--- config.mk ---
export PLATFORM = sky130hd
export DESIGN_NAME = scw_exp_cell
export DESIGN_NICKNAME = d
export VERILOG_FILES = /design/src/scw_exp_cell.sv
export SDC_FILE = /design/constraint.sdc
export NUM_CORES = 2
export LEC_CHECK = 0
export BUFFER_PORTS_ARGS = -buffer_cell sky130_fd_sc_hd__buf_2
export CAP_MARGIN = 20
export CORE_ASPECT_RATIO = 1.4
export CORE_MARGIN = 2
export CORE_UTILIZATION = 66
export DETAILED_ROUTE_END_ITERATION = 10
export PLACE_DENSITY = 0.85
export RECOVER_POWER = 100
export SLEW_MARGIN = 5
export SYNTH_ARGS = -nofsm -noshare
export SYNTH_HDL_FRONTEND = slang
export SYNTH_SLANG_ARGS = --single-unit
--- constraint.sdc ---
create_clock -name i_clk -period 10.67 [get_ports i_clk]
set_input_delay 1.6005 -clock i_clk [delete_from_list [all_inputs] [get_ports i_clk]]
set_output_delay 1.6005 -clock i_clk [all_outputs]
set_load 0.05 [all_outputs]
--- src/scw_exp_cell.sv ---
// One conditional multiply of the power-of-two chain.
`default_nettype none
module scw_exp_cell (
    input  wire logic        i_clk,
    input  wire logic [30:0] i_r,
    input  wire logic [23:0] i_g,
    input  wire logic [5:0]  i_n,
    input  wire logic [29:0] i_c,
    output logic      [30:0] o_r,
    output logic      [23:0] o_g,
    output logic      [5:0]  o_n
);
    logic [63:0] n_prod;
    logic [30:0] n_r;
    logic [30:0] r_r;
    logic [23:0] r_g;
    logic [5:0]  r_n;

    always_comb begin
        n_prod = 64'(i_r) * 64'(i_c);
        n_r    = i_g[23] ? 31'(n_prod >> 30) : i_r;
    end

    always_ff @(posedge i_clk) begin
        r_r <= n_r;
        r_g <= {i_g[22:0], 1'b0};
        r_n <= i_n;
    end

    assign o_r = r_r;
    assign o_g = r_g;
    assign o_n = r_n;
endmodule
`default_nettype wire

# [After elaboration in Yosys (flattened, before gate mapping)]
# Cells that the tools add are included.
[totals] register_bits=60 latchBits=0 ramBits=0 romBits=0 output_inout_bits=61 elab_cells=5 n_memories=0
[op_classes] add_sub_neg=0 multipliers=1 n_div=0 order_cmp=0 eq_ne=0 shift=0 mux=1 bitwise=0 n_reduce_logical=0
[op_table] operator="31-bit by 30-bit multiplier with 61-bit output" n=1
[op_table] operator="31-bit 2-to-1 mux" n=1

# [Longest topological paths before layout]
[depth] depth_word=2 depth_mapped=27

# [Least setup slack after synthesis]
# No wires, ideal clock.
[synth_path] path_kind="input to register" from="input i_c[7]" to="register r_r[30] (netlist: o_r[30])" setup_time_ps=127 arrival_ps=8135 t_required_ps=10543 setup_slack_ps=2408 cell_stages=23 path_buffers=1 cell_sequence="clkbuf_1 -> and2_1 -> fa_1 -> fa_1 -> inv_1 -> fa_1 -> fa_1 -> inv_1 -> fa_1 -> fa_1 -> fa_1 -> inv_1 -> fa_1 -> inv_1 -> ha_1 -> a21oi_2 -> a21boi_1 -> a311o_1 -> a221o_2 -> o21ai_2 -> a21oi_2 -> o21ai_1 -> or3b_1"
[synth_between] elab_chain_len=2
[synth_lines] element="start: declaration" line="8" rtl="input wire logic [29:0] i_c,"
[synth_lines] element="31-bit by 30-bit multiplier with 61-bit output" line="20" rtl="n_prod = 64'(i_r) * 64'(i_c);"
[synth_lines] element="31-bit 2-to-1 mux" line="21" rtl="n_r = i_g[23] ? 31'(n_prod >> 30) : i_r;"
[synth_lines] element="named net n_r[30]" line="14" rtl="logic [30:0] n_r;"
[synth_lines] element="end signal: assignment" line="25" rtl="r_r <= n_r;"
[synth_lines] element="end: declaration" line="15" rtl="logic [30:0] r_r;"
# The timed path passes the listed nets, and every way through them passes these cells.

# [Final worst setup path]
[layout_path] from="input i_c[24]" to="register r_r[30] (netlist: o_r[30])"
# Same word-level chain as after synthesis.

==> results.toml <==
[floorplan]
rows = 95
fp.dieH_microns = 264
core_sq_um = 47900
die_w_microns = 190
io_pins = 153
die-area_sq_um = 50100
start_util_pct = 66.6

[critical_path]
critPathLaunchType = "primary input"
crit_fanout = 31
cp.required_ps = 10880
crit_end = "o_r[30]"
end_kind = "flop"
cp-startpoint = "i_c[24]"
cp.arrival_ps = 9630
crit_type = "primary input to flop"

[synthesis]
synth_area_leaders = "fa_1, and2_1, inv_1"
yosysTopAreaCell = "fa_1"
synthCells = 3538
synth_top_area_share_pct = 50.6
ys_ff_latch = 60
synth-async-reset-ratio_pct = 0
synth.cell_area_sq_um = 31900
synth_area_per_cell_sq_um = 9.02
synth_nets = 4683
synth_edf_count = 0
ys_seq_area_share_pct = 3.77
ys_types = 72
ys_warn_count = 0
synth_top_flop_cell = "dfxtp_1"

[cts]
cts_setup_buffers = 0
hold_buffers = 0
h-tree-depth = 3
path_clk_slew_ps = 60
root_buffer = "clkbuf_16"
postCtsResizedCells = 0
cts_num_sinks = 60
clockBufferDepth = 2
cts_tree = "done"
cts_made_buffers = 9

[run]
drv_cap = 0

[layout]
nFillCells = 3642
drive_above_1_share_pct = 4.09
seq_area_sq_um = 1200
multi_input_area_sq_um = 26700
finalNetCount = 4664
final_cell_mix = "inv_1, fa_1, and2_1, nand2_1, ha_1"
final_common_cell = "inv_1"
area_growth_pct = 3.61

[status]
status = "complete, no violations"

[worst_hold_path]
hp-class = "primary input to flop"

[timing]
setup_viol = 0
maxSlewViolCount = 0
timing.final.crit_period_ps = 9420
rsz0062_at_grt = "false"
finalCritPeriodShare_pct = 88.3
maxSlewHeadroom_pct = 38.1
worst_pin_slew_ps = 928
finalHoldViolCount = 0
finalSetupTns_ps = 0
fmax_mhz = 106

[global_route]
grt_pass1_wl_microns = 147000
grt_max_degree = 44
grt_use_total_pct = 39.0
grt_pass1_vias = 28443
grt_remaining_overflow = 0
antenna_found_initial = 8

[route]
detail-route-antenna-nets = 0
dr.pass1.iters = 5
drtIter0Drc = 1699
vias_per_cell = 6.01
drc = 0
vias = 24982
wl_per_cell_microns = 22.3
wl_microns = 92800

[placement]
hpwlAfterDp_microns = 70700
port_buffers = 151
gp_congestion = 1.03
## metrics by stage
stage	setup WS [ps]	utilization, %	cells	hold WS [ps]	instance area [sq um]
after global placement	1410	68.5	4138	1700	32800
after CTS	1700	69.2	4154	1360	33200
after global routing	1090	69.0	4156	1360	33000
final	1250	69.0	4156	1360	33000
after floorplan	2410	-	3538	1630	31900
after detailed placement	1390	68.5	4138	1700	32800
## logic make-up (layout without fill, tap and decap cells)
family	count (synthesis)	after routing	synth area share, %
AOI/OAI and AO/OA	220	220	4.64
adders and majority gates	1053	1053	60.3
and+or+nand+nor	1123	1123	18.1
xor gates and xnor gates	13	13	0.357
DFF	60	60	3.77
muxes	11	11	0.373
buffers and inverters	1057	1043	12.5
other	1	3	0.0118
## sequential cells by signal (all words and copies together) (netlist names)
| signal | flops |
|---|---|
| o_g | 23 |
| o_n | 6 |
| o_r | 31 |
## area by class of cell
class	count	area share, %
antenna	2	0.0151
clock inverter	4	0.220
sequential	60	3.63
timing repair buffer	172	2.54
multi-input combinational	2421	80.8
tap	630	2.39
clock buffer	12	0.746
inverter	855	9.71
## how the worst min path moves through the flow
stage,from,endpoint,slack [ps],cells after the start
after floorplan,i_g[9],o_g[10],1630,0
after global placement,i_g[1],o_g[2],1700,1
after detailed placement,i_g[10],o_g[11],1700,1
after CTS,i_g[10],o_g[11],1360,1
after global routing,i_g[6],o_g[7],1360,1
final,i_g[10],o_g[11],1360,1
## synthesized netlist by cell type, drive strengths merged (9+ instances only)
master  count
nand4      14
o21bai     14
o21ai      37
o311ai      9
and3       10
clkbuf    199
nand3      22
fa        807
o21a       14
nor3       10
xnor2      12
a21oi      70
a21o       13
ha        246
and2      537
a31oi       9
dfxtp      60
inv       854
nor2       39
nand2     460
## per-layer routing
metal | up-vias | global-route usage (%) | wire length, microns
li1 | 10239 | - | -
met1 | 12519 | 38.8 | 26900
met2 | 1543 | 67.3 | 46500
met3 | 677 | 8.46 | 8470
met4 | 4 | 35.9 | 10900
met5 | - | 0 | 27
## worst max-delay path, stage by stage
cell	delay, ps
buf_2	660
nand2_1	510
fa_1	650
inv_1	50
fa_1	460
fa_1	540
fa_1	420
fa_1	530
fa_1	450
fa_1	500
inv_1	50
fa_1	470
inv_1	40
ha_1	340
a21oi_1	240
nand2_1	100
o21bai_1	180
a221o_1	430
o21ai_0	510
a21oi_1	300
o21ai_0	220
or3b_1	350
Power is left out: the tool's default activity adds up to more than one toggle a clock period on the data nets, which glitch-free logic cannot reach.
