File: config.mk
export PLATFORM = sky130hd
export DESIGN_NAME = scw_log_cell
export DESIGN_NICKNAME = d
export VERILOG_FILES = /design/src/scw_log_cell.sv
export SDC_FILE = /design/constraint.sdc
export NUM_CORES = 2
export LEC_CHECK = 0
export ABC_AREA = 1
export BUFFER_PORTS_ARGS = -buffer_cell sky130_fd_sc_hd__buf_2
export CAP_MARGIN = 20
export CORE_MARGIN = 2
export CORE_UTILIZATION = 55
export CTS_BUF_LIST = sky130_fd_sc_hd__clkbuf_4 sky130_fd_sc_hd__clkbuf_8
export CTS_CLUSTER_DIAMETER = 120
export CTS_CLUSTER_SIZE = 12
export DETAILED_ROUTE_END_ITERATION = 10
export PLACE_DENSITY = 0.74
export SETUP_SLACK_MARGIN = 0.1
export SYNTH_ARGS = -nofsm -noshare
export SYNTH_HDL_FRONTEND = slang
export SYNTH_SLANG_ARGS = --single-unit
export TNS_END_PERCENT = 1
File: constraint.sdc
create_clock -name i_clk -period 8.25 [get_ports i_clk]
set_input_delay 0.4125 -clock i_clk [delete_from_list [all_inputs] [get_ports i_clk]]
set_output_delay 0.4125 -clock i_clk [all_outputs]
set_load 0.02 [all_outputs]
File: src/scw_log_cell.sv
// One squaring step of the base-2 logarithm chain.
`default_nettype none
module scw_log_cell (
    input  wire logic        i_clk,
    input  wire logic [30:0] i_m,
    input  wire logic [23:0] i_f,
    input  wire logic [4:0]  i_lz,
    output logic      [30:0] o_m,
    output logic      [23:0] o_f,
    output logic      [4:0]  o_lz
);
    logic [63:0] n_sq;
    logic [31:0] n_s;
    logic [30:0] n_m;
    logic [23:0] n_f;
    logic [30:0] r_m;
    logic [23:0] r_f;
    logic [4:0]  r_lz;

    always_comb begin
        n_sq = 64'(i_m) * 64'(i_m);
        n_s  = 32'(n_sq >> 30);
        if (n_s[31]) begin
            n_m = n_s[31:1];
            n_f = {i_f[22:0], 1'b1};
        end else begin
            n_m = n_s[30:0];
            n_f = {i_f[22:0], 1'b0};
        end
    end

    always_ff @(posedge i_clk) begin
        r_m  <= n_m;
        r_f  <= n_f;
        r_lz <= i_lz;
    end

    assign o_m  = r_m;
    assign o_f  = r_f;
    assign o_lz = r_lz;
endmodule
`default_nettype wire

[Yosys cells after proc, flatten, opt, wreduce, memory -nomap -nowiden]
Index checks and enable logic that the tools add are counted.
Storage, ports and cells
  register bits after elaboration: 60
  bits in latches: 0
  bits in writable memories: 0
  bits in read-only memories: 0
  output and inout bits: 60
  logic and storage cells: 7
  memories kept: 0
Cells by class
  $add $sub $neg: 0
  multipliers: 1
  div/mod/pow operators: 0
  magnitude comparators: 0
  equal/unequal tests: 0
  shift operators: 0
  muxes and demuxes: 2
  bitwise operators: 0
  reduce and logical (&&, ||, !) cells: 0
Operators by type and width (count)
  31-bit by 31-bit multiplier with 62-bit output: 1
  30-bit two-way mux: 1
  1-bit two-way mux: 1

[Logic depth before layout (Yosys ltp)]
  depth in word-level cells: 2
  mapped depth: 34

[Worst setup path after synthesis]
Ideal clock, no wire load.
  path kind: input to register
  start: input port i_m[25]
  end: register r_m[23] (netlist: o_m[23])
  setup time: 0.112 ns
  arrival: 6.682 ns
  path slack: 1.455 ns
  stages: 30
  path buffers: 3
  path through: clkbuf_1 > clkbuf_1 > nand2_1 > fa_1 > fa_1 > inv_1 > fa_1 > inv_1 > fa_1 > inv_1 > fa_1 > fa_1 > fa_1 > inv_1 > fa_1 > inv_1 > ha_1 > nand2_1 > nand2_1 > a21oi_2 > nand2_1 > nand2_1 > nand2_1 > a21oi_2 > nand2_2 > nand2_1 > nand2_2 > buf_6 > nand2_1 > nand2_1
On the way
  cells in the longest elaborated chain, start to end: 2
RTL lines
  start, declared: RTL line 5  | input wire logic [30:0] i_m,
  31-bit by 31-bit multiplier with 62-bit output: RTL line 21  | n_sq = 64'(i_m) * 64'(i_m);
  30-bit two-way mux: RTL line 23  | if (n_s[31]) begin
  net n_m[23]: RTL line 14  | logic [30:0] n_m;
  end signal, assigned: RTL line 33  | r_m <= n_m;
  end, declared: RTL line 16  | logic [30:0] r_m;
The timed path passes the listed nets, and every way through them passes these cells.
A chain may end at the register's enable or synchronous reset.

[Worst setup path in the final report]
  start: input port i_m[17]
  end: register r_m[25] (netlist: o_m[25])
The elaborated chain is that of the path after synthesis.

==> metrics.md <==
| Metric | Value |
|---|---|
| Post-CTS Setup Bufs | 0 |
| Setup TNS | 0 ps |
| Buffers on Ports | between 100 and 150 |
| CTS root buf | clkbuf_8 |
| Final Hold Fails | 0 |
| Largest net degree at the start of global routing | 36 |
| Yosys warns | 0 |
| Worst Hold Path EP | o_f[22]$_DFF_P_ |
| Detailed-route via count | ~23k |
| Fin nets | about 5.0k |
| RSZ-0062 raised after global routing | no |
| Startpoint of the worst hold path | i_f[21] |
| Layout cells sized above 1 | 0.04744 |
| Slew HR | 0.4096 |
| Routed wire length | 70830 um |
| Setup violations, final | 0 |
| First DRT Iteration DRCs | approximately 1.3k |
| Crit-path cells | buf_2 -> buf_4 -> nand2_1 -> fa_1 -> fa_1 -> inv_1 -> fa_1 -> fa_1 -> fa_1 -> fa_1 -> fa_1 -> ha_1 -> ha_1 -> nand2_1 -> nor2_1 -> nand2_1 -> nor4_1 -> nand3_1 -> nand3_1 -> nand2_1 -> nand2_1 -> nand2_1 |
| Crit-path max cell delay | 610 ps |
| Gr ovfl total | 0 |
| Transition time of the tightest slew-check pin | 885.6 ps |
| Die width | 240.5 um |
| Gr usage total | 0.2648 |
| Critical path buffer and inverter count | 3 |
| Main flop type after synthesis | dfxtp_1 |
| Drt pass-1 iters | 5 |
| Wire length of the first global-routing pass | roughly 120000 um |
| Hold Crit Class | in2reg |
| Worst EP required | ~8500 ps |
| Rows | 86 |
| # IOs | 121 |
| Area contributors post-synth | fa_1, inv_1, nand2_1 |
| Fraction of registers with async set/reset | 0 |
| DRC | 0 |
| Die Height | around 240 um |
| Leading area contributor after synthesis | fa_1 |
| Crit start category | input port |
| Worst Hold Depth | 1 |
| Minimum clock period | about 7500 ps |
| Vias in the first global route | between 20k and 25k |
| Yosys reg bits | 60 |
| Vias per cell | just under 5 |
| CTS tree | yes |
| CORE AREA | between 50000 and 60000 um^2 |
| Status | complete, no violations |
| Fmax | 134.1 MHz |
| Post-DP HPWL | between 60000 and 70000 um |
| Cts repair resizes | 0 |
| Clk sink count | 60 |
| Levels on crit path | 22 |
| # diodes | 0 |
| Final antenna-violating net count | 0 |
| MaxCap Viol Count | 0 |
| Share of the synthesized area in the top cell type | 0.4861 |
| Distinct cells, synth | 36 |
| Slew Limit Fails | 0 |
| CTS Buf Count | 9 |
| Crit path max-delay family | adder cells |
| Layout area overhead | 4.685% |
| Count of hold buffers inserted by post-cts repair | 0 |
| Critical path class | in2reg |
| Post-synth EDFFs | 0 |
| Final GP Congestion | 0.9730 |
| Worst path most repeated cell | fa_1 |
| Seq/Total Area, Yosys | 0.03904 |
| Syn avg cell area | between 7 and 8 um^2 |
| Arrival @ worst endpoint | between 7000 and 8000 ps |
| Number of antenna violations at the first check in global routing | 0 |
| Crit path max fanout | 24 |
| Longest Clk Path Bufs | 2 |
| Clk slew on worst S/H paths | 60 ps |
| Avg WL per Cell | ~15 um |
| Instance count of the mapped netlist | 3908 |
| Cell Area, Synth | 30760 um^2 |
| Htree depth | 3 |
| Die area | between 50000 and 60000 um^2 |
| Synthesized net count | 4985 |
| Tcrit/Tclk final | 0.9039 |
| Slowest-stage cell, CP | buf_2 |
| Crit. End Element | flip-flop |
| Initial Utilization | 0.5573 |
synthesized netlist by cell type, types with 9 or more instances:
| cell | count |
|---|---|
| nor2_1 | 108 |
| a21oi_1 | 52 |
| dfxtp_1 | 60 |
| o21bai_1 | 12 |
| nand2_2 | 9 |
| fa_1 | 747 |
| xor2_1 | 21 |
| nand4_1 | 16 |
| o21ai_0 | 16 |
| nand2_1 | 1043 |
| buf_1 | 11 |
| ha_1 | 269 |
| clkbuf_1 | 83 |
| xnor2_1 | 10 |
| nand3_1 | 67 |
| inv_1 | 1328 |
sequential cells by signal, indices dropped and copies added, names as in the netlist:
signal  cells
o_lz        5
o_f        24
o_m        31
metrics by stage:
stage / cell area (um^2) / util / worst slack [ps] / hold slack, ps / instances
3_3_place_gp: 32030 / 0.5802 / 612.5 / 514.3 / 4695
2_1_floorplan: 30760 / - / 1455 / 440.2 / 3908
3_5_place_dp: 32030 / 0.5802 / 593.2 / 516.1 / 4695
5_1_grt: 32210 / 0.5834 / 511.2 / 166.8 / 4711
4_1_cts: 32210 / 0.5834 / 920.1 / 170.9 / 4711
6_report: 32210 / 0.5834 / 792.4 / 188.1 / 4711
cells in the final DEF, fill, tap and decap left out, types with 2 or more instances in the layout:
cell and n:
a21o_1 2, a21oi_1 52, a21oi_2 2, a31o_2 2
and2_0 2, and3_1 2, buf_2 119, buf_4 21
clkbuf_4 4, clkbuf_8 10, clkinv_2 2, dfxtp_1 60
fa_1 747, ha_1 269, inv_1 1328, inv_2 5
nand2_1 1043, nand2_2 9, nand3_1 67, nand3b_1 3
nand4_1 16, nor2_1 108, nor2_2 6, nor2_4 2
nor3_1 7, nor4_1 6, o21ai_0 16, o21bai_1 12
or2_2 4, xnor2_1 10, xor2_1 21
cell type report:
cell class / instances / area [um^2]
flip-flops and latches: 60 / 1201
clock buffers: 14 / 167.7
clock inverters: 2 / 10.01
inverters: 1333 / 5004
repair buffers: 140 / 753.2
fillers: 5063 / 22990
well taps: 748 / 935.9
multi-input cells: 2414 / 24130
how the worst max path moves through the flow:
stage,start,endpoint
final,i_m[17],o_m[25]$_DFF_P_
after floorplan,i_m[25],o_m[23]$_DFF_P_
after detailed placement,i_m[15],o_m[23]$_DFF_P_
after CTS,i_m[15],o_m[30]$_SDFF_PP1_
after global routing,i_m[17],o_m[25]$_DFF_P_
after global placement,i_m[17],o_m[25]$_DFF_P_
kinds of logic (layout without fill, tap and decap cells):
family,count (synthesis),count (layout),share of synthesized area
XOR/XNOR,31,31,0.008825
adder cells (fa/ha/maj),1016,1016,0.5955
buffers and inverters,1434,1489,0.1765
flip-flops,60,60,0.03904
AND/OR/NAND/NOR,1278,1278,0.1639
AO/OA/AOI/OAI,89,89,0.01627
per-layer routing:
metal / vias to the layer above / wire, um / GRT usage
li1: 10930 / - / -
met1: 11310 / 30120 / 0.3520
met2: 559 / 35680 / 0.4714
met3: 116 / 3134 / 0.02273
met4: 0 / 1892 / 0.06174
met5: - / 0 / 0
Power is left out: the tool's default activity adds up to more than one toggle a clock period on the data nets, which glitch-free logic cannot reach.
